`src/hw/rtl/dcr_serial_div.sv`:
```
// Restoring divider, one quotient bit per cycle, unsigned.
// Depends on nothing.
`default_nettype none
module dcr_serial_div #(
  parameter int NW = 50,
  parameter int DW = 26
) (
  input  wire logic          clk,
  input  wire logic          rst,
  input  wire logic          start,
  input  wire logic [NW-1:0] n,
  input  wire logic [DW-1:0] d,
  output logic               done,
  output logic [NW-1:0]      q
);
  localparam int CW = $clog2(NW + 1);
  logic [DW:0] rem;
  logic [DW:0] trial;
  logic [NW-1:0] num;
  logic [CW-1:0] cnt;
  logic busy;

  assign trial = {rem[DW-1:0], num[NW-1]} - {1'b0, d};

  always_ff @(posedge clk) begin
    if (rst) begin
      busy <= 1'b0;
      done <= 1'b0;
    end else begin
      done <= 1'b0;
      if (start) begin
        busy <= 1'b1;
        rem <= '0;
        num <= n;
        cnt <= '0;
      end else if (busy) begin
        if (!trial[DW]) begin
          rem <= trial;
          num <= {num[NW-2:0], 1'b1};
        end else begin
          rem <= {rem[DW-1:0], num[NW-1]};
          num <= {num[NW-2:0], 1'b0};
        end
        cnt <= cnt + 1'b1;
        if (cnt == CW'(NW - 1)) begin
          busy <= 1'b0;
          done <= 1'b1;
        end
      end
    end
  end
  assign q = num;
endmodule
`default_nettype wire
```
`config.mk`:
```
export PLATFORM = sky130hd
export DESIGN_NAME = dcr_serial_div
export DESIGN_NICKNAME = d
export VERILOG_FILES = /design/src/hw/rtl/dcr_serial_div.sv
export SDC_FILE = /design/constraint.sdc
export NUM_CORES = 1
export LEC_CHECK = 0
export BUFFER_PORTS_ARGS = -buffer_cell sky130_fd_sc_hd__buf_2
export CORE_MARGIN = 4
export CORE_UTILIZATION = 54
export CTS_CLUSTER_SIZE = 12
export DETAILED_ROUTE_END_ITERATION = 10
export GPL_ROUTABILITY_DRIVEN = 0
export GPL_TIMING_DRIVEN = 0
export PLACE_DENSITY_LB_ADDON = 0.05
export SKIP_CTS_REPAIR_TIMING = 1
export SYNTH_ARGS = -nofsm -noshare
export SYNTH_HDL_FRONTEND = slang
export SYNTH_SLANG_ARGS = --single-unit
```
`constraint.sdc`:
```
create_clock -name clk -period 5.45 [get_ports clk]
set_input_delay 0.545 -clock clk [delete_from_list [all_inputs] [get_ports clk]]
set_output_delay 0.545 -clock clk [all_outputs]
set_load 0.01 [all_outputs]
```
==> flow_summary.toml <==
[sta]
final-setup-viol-count = 0
hold_viol_final = 0
fin_skew_ns = 0.0144
finalSetupTns_ns = 0
max_slew.worst_pin.slew_ns = 0.925
report.final.slew_viol_count = 0
max-slew-margin-rel = 0.382
period_share = 0.637
min_period_ns = 3.47
rsz0062_at_grt = "no"
clock.fmax_mhz = 288

[critical_path]
cp_data_arrival_time_ns = 3.55
slowest_delay_ns = 0.41
cpMostUsedCell = "inv_1"
worstPathRequired_ns = 5.53
critPathSlowestCell = "edfxtp_1"
crit_chain = "inv_1 -> ha_1 -> inv_1 -> fa_1 -> a21o_1 -> a221oi_2 -> o41a_2 -> a21oi_2 -> o31ai_1 -> xnor2_1 -> buf_6 -> buf_12 -> mux2i_1 -> nor2_1"
r2r_end = "rem[10]"
path_buf_inv = 4
cp-start-kind = "flip-flop"
r2r_setup_slack_ns = 1.98
end_kind = "flip-flop"
setup.worst_path.class = "reg -> reg"
reg2reg_from = "q[49]"
r2r_cells = 14
critical-path-top-delay-family = "compound AO/OA/AOI/OAI gates"
worstPathMaxFanout = 10

[finish]
nFillCells = 753
nets = 683
antenna_cells = 0
register_area_um2 = 2500
final_common_cell = "buf_2"
final_cell_mix = "buf_2, edfxtp_1, mux2_2, nor2_1, inv_1"
drive_gt1_frac = 0.366
area_delta_synth_final_pct = 21.0
multi_input_area_um2 = 2320
fin_util = 0.667

[route]
via_count = 3758
dr.pass1.iters = 4
wl_per_cell_um = 16.5
remaining_drc_errors = 0
drtIter0Drc = 141
ant_nets = 0
viasPerCell = 5.44
totalWireLength_um = 11400

[global_route]
antenna_found_initial = 0
track_usage = 0.211
grt_pass1_wl_um = 18800
gr-total-overflow = 0
grt_max_degree = 32
grt_pass1_vias = 3885

[placement]
dp_hpwl_um = 8720
io_buffers = 129

[synth]
ys_seq_elements = 84
netlist.area_leader.share = 0.486
syn-num-nets = 541
syn_area_per_cell_um2 = 11.7
ys_seq_area_frac = 0.494
synth_edf_count = 82
synth_cell_types = 53
syn_inst = 433
synth_largest_area_cell = "edfxtp_1"
synthFlopType = "edfxtp_1"
synth.cell_area_um2 = 5070
ys_warn_count = 0
synthArstFlopShare = 0
synthTopCellsByArea = "edfxtp_1, mux2_2, ha_1, mux2i_1, xnor2_1"

[floorplanning]
io_pins = 130
die_w_um = 105
rows = 35
design.die.area_um2 = 11000
die_y_um = 105
core-area_um2 = 9200
start_util = 0.551

[power]
peakVddDrop_mv = 0.193
p_leak_nw = 2.70
power-per-cell-area_nw_per_um2 = 307

[job]
maxCapViolCount = 0

[worst_hold_path]
hp-class = "in -> reg"
min_to = "busy"
hold_depth = 2
hold_path.startpoint = "rst"

[cts]
cts.sinks = 84
root_buffer = "clkbuf_8"
clkLatencyLatePin_ns = 0.35
path_clk_slew_ns = 0.10
cts_buffer_depth = 2
cts_tree = "done"
htree_levels = 3
cts_made_buffers = 9

[status]
status = "completed"
==> worst max path at each step <==
stage               endpoint  cells past startpoint  start  slack, ns
finish               rem[10]                     14  q[49]       1.98
detailed placement   rem[10]                     14   d[0]       1.86
floorplan             cnt[0]                      3  start       0.54
global route         rem[10]                     14  q[49]       1.68
global placement      rem[4]                      4  start      -1.28
CTS                  rem[10]                     14  q[49]       1.95
==> state kept, by name, indices dropped and copies added, names as in the netlist <==
name  count
rem      26
cnt       6
q        50
busy      1
done      1
==> Yosys cell counts, types with 2 or more instances <==
cell / n
edfxtp_1: 82
mux2_2: 49
nor2_1: 41
inv_1: 38
ha_1: 28
a21oi_1: 24
mux2i_1: 21
xnor2_1: 18
nand2_1: 13
a21o_1: 11
xor2_1: 10
nand3_1: 9
o21ai_0: 8
clkbuf_1: 7
a31oi_1: 6
nand4_1: 5
o22ai_1: 5
buf_1: 4
buf_2: 4
nand2b_1: 3
nor2b_1: 3
nor3_1: 3
or2_2: 3
a211oi_1: 2
and2_1: 2
and3_1: 2
buf_12: 2
dfxtp_1: 2
o21bai_1: 2
o221ai_1: 2
o31ai_1: 2
==> through the flow <==
step	instance area (um^2)	setup WS [ns]	hold slack, ns	total power [mW]	std cells
final	6130	1.98	0.411	1.88	691
after global routing	6130	1.68	0.401	1.99	691
after CTS	6130	1.95	0.397	1.90	691
after detailed placement	5910	1.86	0.494	1.38	675
after global placement	5850	-1.28	0.482	1.37	673
after floorplan	5070	0.544	0.471	1.24	433
==> cell type report <==
class,instances,area share
Tap cell,111,0.0226
Sequential cell,84,0.408
Clock inverter,6,0.0157
Inverter,38,0.0233
Clock buffer,10,0.0208
Timing Repair Buffer,131,0.113
Multi-Input combinational cell,293,0.378
Buffer,18,0.0184
==> metal layers <==
layer / part of all wire / vias to the layer above / track usage
li1: - / 1864 / -
met4: 0.016 / 0 / 0.0637
met3: 0.072 / 16 / 0.0649
met5: 0 / - / 0
met2: 0.50 / 118 / 0.358
met1: 0.42 / 1760 / 0.259
==> power by group <==
group / internal [mW] / switching [mW]
clock network: 0.265 / 0.248
registers: 0.784 / 0.0297
logic: 0.264 / 0.291
==> logic make-up after synthesis <==
| logic type | synth area share |
|---|---|
| AND/OR/NAND/NOR | 0.0851 |
| flip-flops | 0.494 |
| AO/OA/AOI/OAI | 0.0992 |
| multiplexers | 0.150 |
| buffers and inverters | 0.0503 |
| adder cells (fa/ha/maj) | 0.0731 |
| XOR/XNOR | 0.0484 |
==> worst reg2reg max path, cell delays in order (launching register included) <==
cell and delay, ns:
edfxtp_1 0.41, inv_1 0.10, ha_1 0.16, inv_1 0.05, fa_1 0.41, a21o_1 0.20, a221oi_2 0.35, o41a_2 0.24
a21oi_2 0.09, o31ai_1 0.30, xnor2_1 0.19, buf_6 0.22, buf_12 0.17, mux2i_1 0.24, nor2_1 0.06
No activity file was read; power rests on OpenSTA's default activity.
