$ cat src/hw/rtl/dcr_serial_mul.sv
// Bit-serial signed multiplier: shift-add one multiplier bit per cycle.
// Depends on nothing.
`default_nettype none
module dcr_serial_mul #(
  parameter int AW = 40,
  parameter int BW = 25
) (
  input  wire logic                 clk,
  input  wire logic                 rst,
  input  wire logic                 start,
  input  wire logic signed [AW-1:0] a,
  input  wire logic signed [BW-1:0] b,
  output logic                      done,
  output logic signed [AW+BW-1:0]   p
);
  localparam int CW = $clog2(BW + 1);
  logic signed [AW+BW-1:0] acc;
  logic signed [AW+BW-1:0] mcand;
  logic [BW-1:0] mplier;
  logic [CW-1:0] cnt;
  logic busy;

  always_ff @(posedge clk) begin
    if (rst) begin
      busy <= 1'b0;
      done <= 1'b0;
    end else begin
      done <= 1'b0;
      if (start) begin
        busy <= 1'b1;
        acc <= '0;
        mcand <= (AW+BW)'(a);
        mplier <= b;
        cnt <= '0;
      end else if (busy) begin
        if (mplier[0]) begin
          if (cnt == CW'(BW - 1)) acc <= acc - mcand;
          else acc <= acc + mcand;
        end
        mcand <= mcand <<< 1;
        mplier <= mplier >> 1;
        cnt <= cnt + 1'b1;
        if (cnt == CW'(BW - 1)) begin
          busy <= 1'b0;
          done <= 1'b1;
        end
      end
    end
  end
  assign p = acc;
endmodule
`default_nettype wire

$ cat config.mk
export PLATFORM = sky130hd
export DESIGN_NAME = dcr_serial_mul
export DESIGN_NICKNAME = d
export VERILOG_FILES = /design/src/hw/rtl/dcr_serial_mul.sv
export SDC_FILE = /design/constraint.sdc
export NUM_CORES = 1
export LEC_CHECK = 0
export BUFFER_PORTS_ARGS = -buffer_cell sky130_fd_sc_hd__buf_2
export CAP_MARGIN = 20
export CORE_ASPECT_RATIO = 1.2
export CORE_UTILIZATION = 54
export CTS_CLUSTER_SIZE = 12
export DETAILED_ROUTE_END_ITERATION = 6
export GPL_TIMING_DRIVEN = 0
export HOLD_SLACK_MARGIN = 0.06
export PLACE_DENSITY_LB_ADDON = 0.15
export REMOVE_ABC_BUFFERS = 1
export SLEW_MARGIN = 20
export SYNTH_ARGS = -nofsm -noshare
export SYNTH_HDL_FRONTEND = slang
export SYNTH_SLANG_ARGS = --single-unit
$ cat constraint.sdc
create_clock -name clk -period 5.6 [get_ports clk]
set_input_delay 0.84 -clock clk [delete_from_list [all_inputs] [get_ports clk]]
set_output_delay 0.84 -clock clk [all_outputs]
set_load 0.05 [all_outputs]
==> metrics.txt <==
global-route wire length before repair 44700 microns; critical path startpoint mcand[19]$_DFFE_PP_; Routed wire per std cell 17.3 microns; global-route congestion overflow total 0; Synth top area share 0.418; final wirelength 27300 microns; Seq/Total Area, Yosys 0.421; clock tree from TritonCTS yes; Setup violations, final 0; number of I/O port buffers 133; number of rows in the core area 58; final hold violation count 0; IO Pins 134; type of the worst min-delay path reg2reg; unrepaired setup endpoints after global routing true; number of warnings reported in the yosys synthesis log 0; cell leakage power 0.00538 uW; count of filler cells inserted in the layout 1778; starting density of the core 0.550; number of flops mapped to enable cells by yosys 160; arrival time at the worst endpoint 5.72 ns; placeable core region 20900 sq um; transition time at the pin with the least slew margin 0.965 ns; Layout Skew 0.0129 ns; FF+latch count, synth 162; clock network latency to the later pin of the worst-skew pair 0.43 ns; Layout area overhead 15.9%; sink count of the clock tree 162; startpoint of the worst register-to-register path mcand[19]$_DFFE_PP_; share of the cycle needed by the critical path after routing 0.968; Layout Nets 1427; CTS root buffer sky130_fd_sc_hd__clkbuf_16; Final Critical Period 5.42 ns; biggest area contributors in the synthesized netlist sky130_fd_sc_hd__edfxtp_1 42%, sky130_fd_sc_hd__ha_1 7.3%, sky130_fd_sc_hd__mux2_2 6.3%, sky130_fd_sc_hd__xnor2_1 5.3%, sky130_fd_sc_hd__nor2_1 4.0%; number of DRC violations after detailed-routing iteration 0 617; power density cells 304 nW/um^2; Max Cap Viol 0; maximum fanout along the worst path 7; Critical Path RT 5.90 ns; GP Congestion 0.904; dominant cell type by area after synthesis sky130_fd_sc_hd__edfxtp_1; Worst R2R Setup Slack 0.18 ns; cell count after synthesis 1172; die outline area 21900 sq um; fraction of registers with async set or reset after synthesis 0; number of cells traversed by the worst register-to-register path 18; most frequent cell after synthesis sky130_fd_sc_hd__edfxtp_1; vias in the first global route 9043; final HPWL from detailed placement 20300 microns; type of destination of the critical path flop; Vias/cell 5.90; CTS clock-pin slew for the worst setup and hold paths 0.08 ns; max-slew violation count 0; Finished Core Util 0.638; gr usage total 0.258; number of buffers added by the clock tree synthesis step 17; total number of vias 9279; pre-CTS setup slack -0.472 ns; cts hold-fix bufs 0; dominant register cell in the synthesized netlist sky130_fd_sc_hd__edfxtp_1; Die Span Y 162 microns; top cell types by occurrence after synthesis 160 x sky130_fd_sc_hd__edfxtp_1, 124 x sky130_fd_sc_hd__nor2_1, 91 x sky130_fd_sc_hd__a21oi_1, 79 x sky130_fd_sc_hd__o21ai_0, 74 x sky130_fd_sc_hd__nand2_1; category of the worst setup path launch point flop; Max Fclk 184 MHz; area of the mapped netlist 11500 sq um; 1st-pass router iterations 5; least setup slack across all paths after layout 0.177 ns; Die W 135 microns; Setup CP Type reg2reg; capturing point of the worst reg2reg path p[64]$_SDFFCE_PP0P_; count of unique library cells instantiated by Yosys 65; normalized max-slew margin 0.340; outcome finished clean; largest net degree at the start of global routing 114; Worst IR Drop VDD 0.207 mV; Hold Path Stages 1; capturing element of the worst setup path p[64]$_SDFFCE_PP0P_; ratio of cells with drive above 1 in the final layout 0.225; CTS max path bufs 2; drc violations 0; Synth Area per Inst 9.81 sq um; count of antenna diodes in the layout 0; H-Tree Depth 4; remaining antenna violation count 0; initial antenna violation count 0
-- cells in the final DEF (no fill, tap or decap), drive strengths merged, types with 6 or more instances in the layout --
cell      n
xnor2    69
nand4    23
a31oi    12
mux2     64
o31ai    16
inv      62
a21oi    91
nor2    124
nand3    12
or3       7
or2       6
o21ai    79
edfxtp  160
buf     154
and2     10
nor4      7
or4      10
o211ai    7
o21a      8
xor2     52
o21bai   10
a21o     40
nor2b    13
and3      8
ha       67
clkbuf   17
a211oi    6
nor3     26
nand2    74
-- metal layers --
| metal | track usage | vias up | part of all wire |
|---|---|---|---|
| met2 | 0.449 | 274 | 0.50 |
| met1 | 0.327 | 4377 | 0.43 |
| li1 | - | 4589 | - |
| met5 | 0 | - | 0 |
| met4 | 0.0832 | 0 | 0.018 |
| met3 | 0.0381 | 39 | 0.050 |
-- critical path, cell delays in order, from the launching register on --
cell,delay (ns)
sky130_fd_sc_hd__edfxtp_1,0.40
sky130_fd_sc_hd__or4_4,0.58
sky130_fd_sc_hd__or4_4,0.45
sky130_fd_sc_hd__or4_4,0.47
sky130_fd_sc_hd__or3_4,0.43
sky130_fd_sc_hd__nor2_4,0.18
sky130_fd_sc_hd__nand2_4,0.11
sky130_fd_sc_hd__o41ai_4,0.33
sky130_fd_sc_hd__xnor2_1,0.11
sky130_fd_sc_hd__ha_2,0.41
sky130_fd_sc_hd__and4_4,0.26
sky130_fd_sc_hd__nor2b_1,0.17
sky130_fd_sc_hd__nand2_1,0.09
sky130_fd_sc_hd__nor2_2,0.15
sky130_fd_sc_hd__nand2_1,0.08
sky130_fd_sc_hd__o221ai_2,0.19
sky130_fd_sc_hd__a21oi_2,0.09
sky130_fd_sc_hd__or4b_2,0.65
sky130_fd_sc_hd__nand4_1,0.12
-- power breakdown --
part | total, uW | switching [uW] | internal, uW | leakage [uW]
registers | 1550 | 74.9 | 1480 | 0.00156
logic | 1330 | 826 | 502 | 0.00355
clock network | 1170 | 571 | 598 | 0.000278
total | 4050 | 1470 | 2580 | 0.00538
-- worst min path at each step --
stage	end	slack (ns)	startpoint
2_1_floorplan	done$_SDFF_PP0_	0.47	busy$_SDFF_PP0_
3_3_place_gp	done$_SDFF_PP0_	0.49	busy$_SDFF_PP0_
3_5_place_dp	done$_SDFF_PP0_	0.50	busy$_SDFF_PP0_
4_1_cts	done$_SDFF_PP0_	0.51	busy$_SDFF_PP0_
5_1_grt	done$_SDFF_PP0_	0.53	busy$_SDFF_PP0_
6_report	done$_SDFF_PP0_	0.51	busy$_SDFF_PP0_
-- area by class of cell --
type	count	area (sq um)	share of cell area
clock inverter	15	158	0.0118
multi-input combinational	903	6400	0.480
timing repair buffer	154	963	0.0723
tap	270	338	0.0253
inverter	53	199	0.0149
sequential	162	4840	0.363
clock buffer	17	425	0.0319
-- sequential cells by signal, indices dropped and copies added, names as in the netlist --
name,count
mcand,65
p,65
mplier,25
cnt,5
busy,1
done,1
-- metrics by stage --
stage	hold WS, ns	instances	power [uW]	TNS [ns]	cell area [sq um]
6_report	0.506	1574	4050	0	13300
5_1_grt	0.527	1574	4240	-0.0755	13300
4_1_cts	0.509	1566	4040	0	13200
3_5_place_dp	0.495	1532	2870	-1.51	12500
3_3_place_gp	0.492	1521	2850	-577.76	12300
2_1_floorplan	0.473	1118	2550	0	11300
-- cell families (layout without fill, tap and decap cells) --
logic type               after synthesis  in the layout  share of synthesized area
XOR/XNOR                             121            121                     0.0922
flip-flops                           162            162                      0.421
multiplexers                          64             64                     0.0627
buffers and inverters                107            239                     0.0358
AO/OA/AOI/OAI                        314            314                      0.173
AND/OR/NAND/NOR                      336            336                      0.141
adder cells (fa/ha/maj)               68             68                     0.0746
-- repair_timing --
action	CTS	global route
pin swaps	4	6
resized for setup	16	15
buffers inserted	2	8
setup endpoints to repair	8	10
Note: power is estimated with default switching activity, not from simulation.
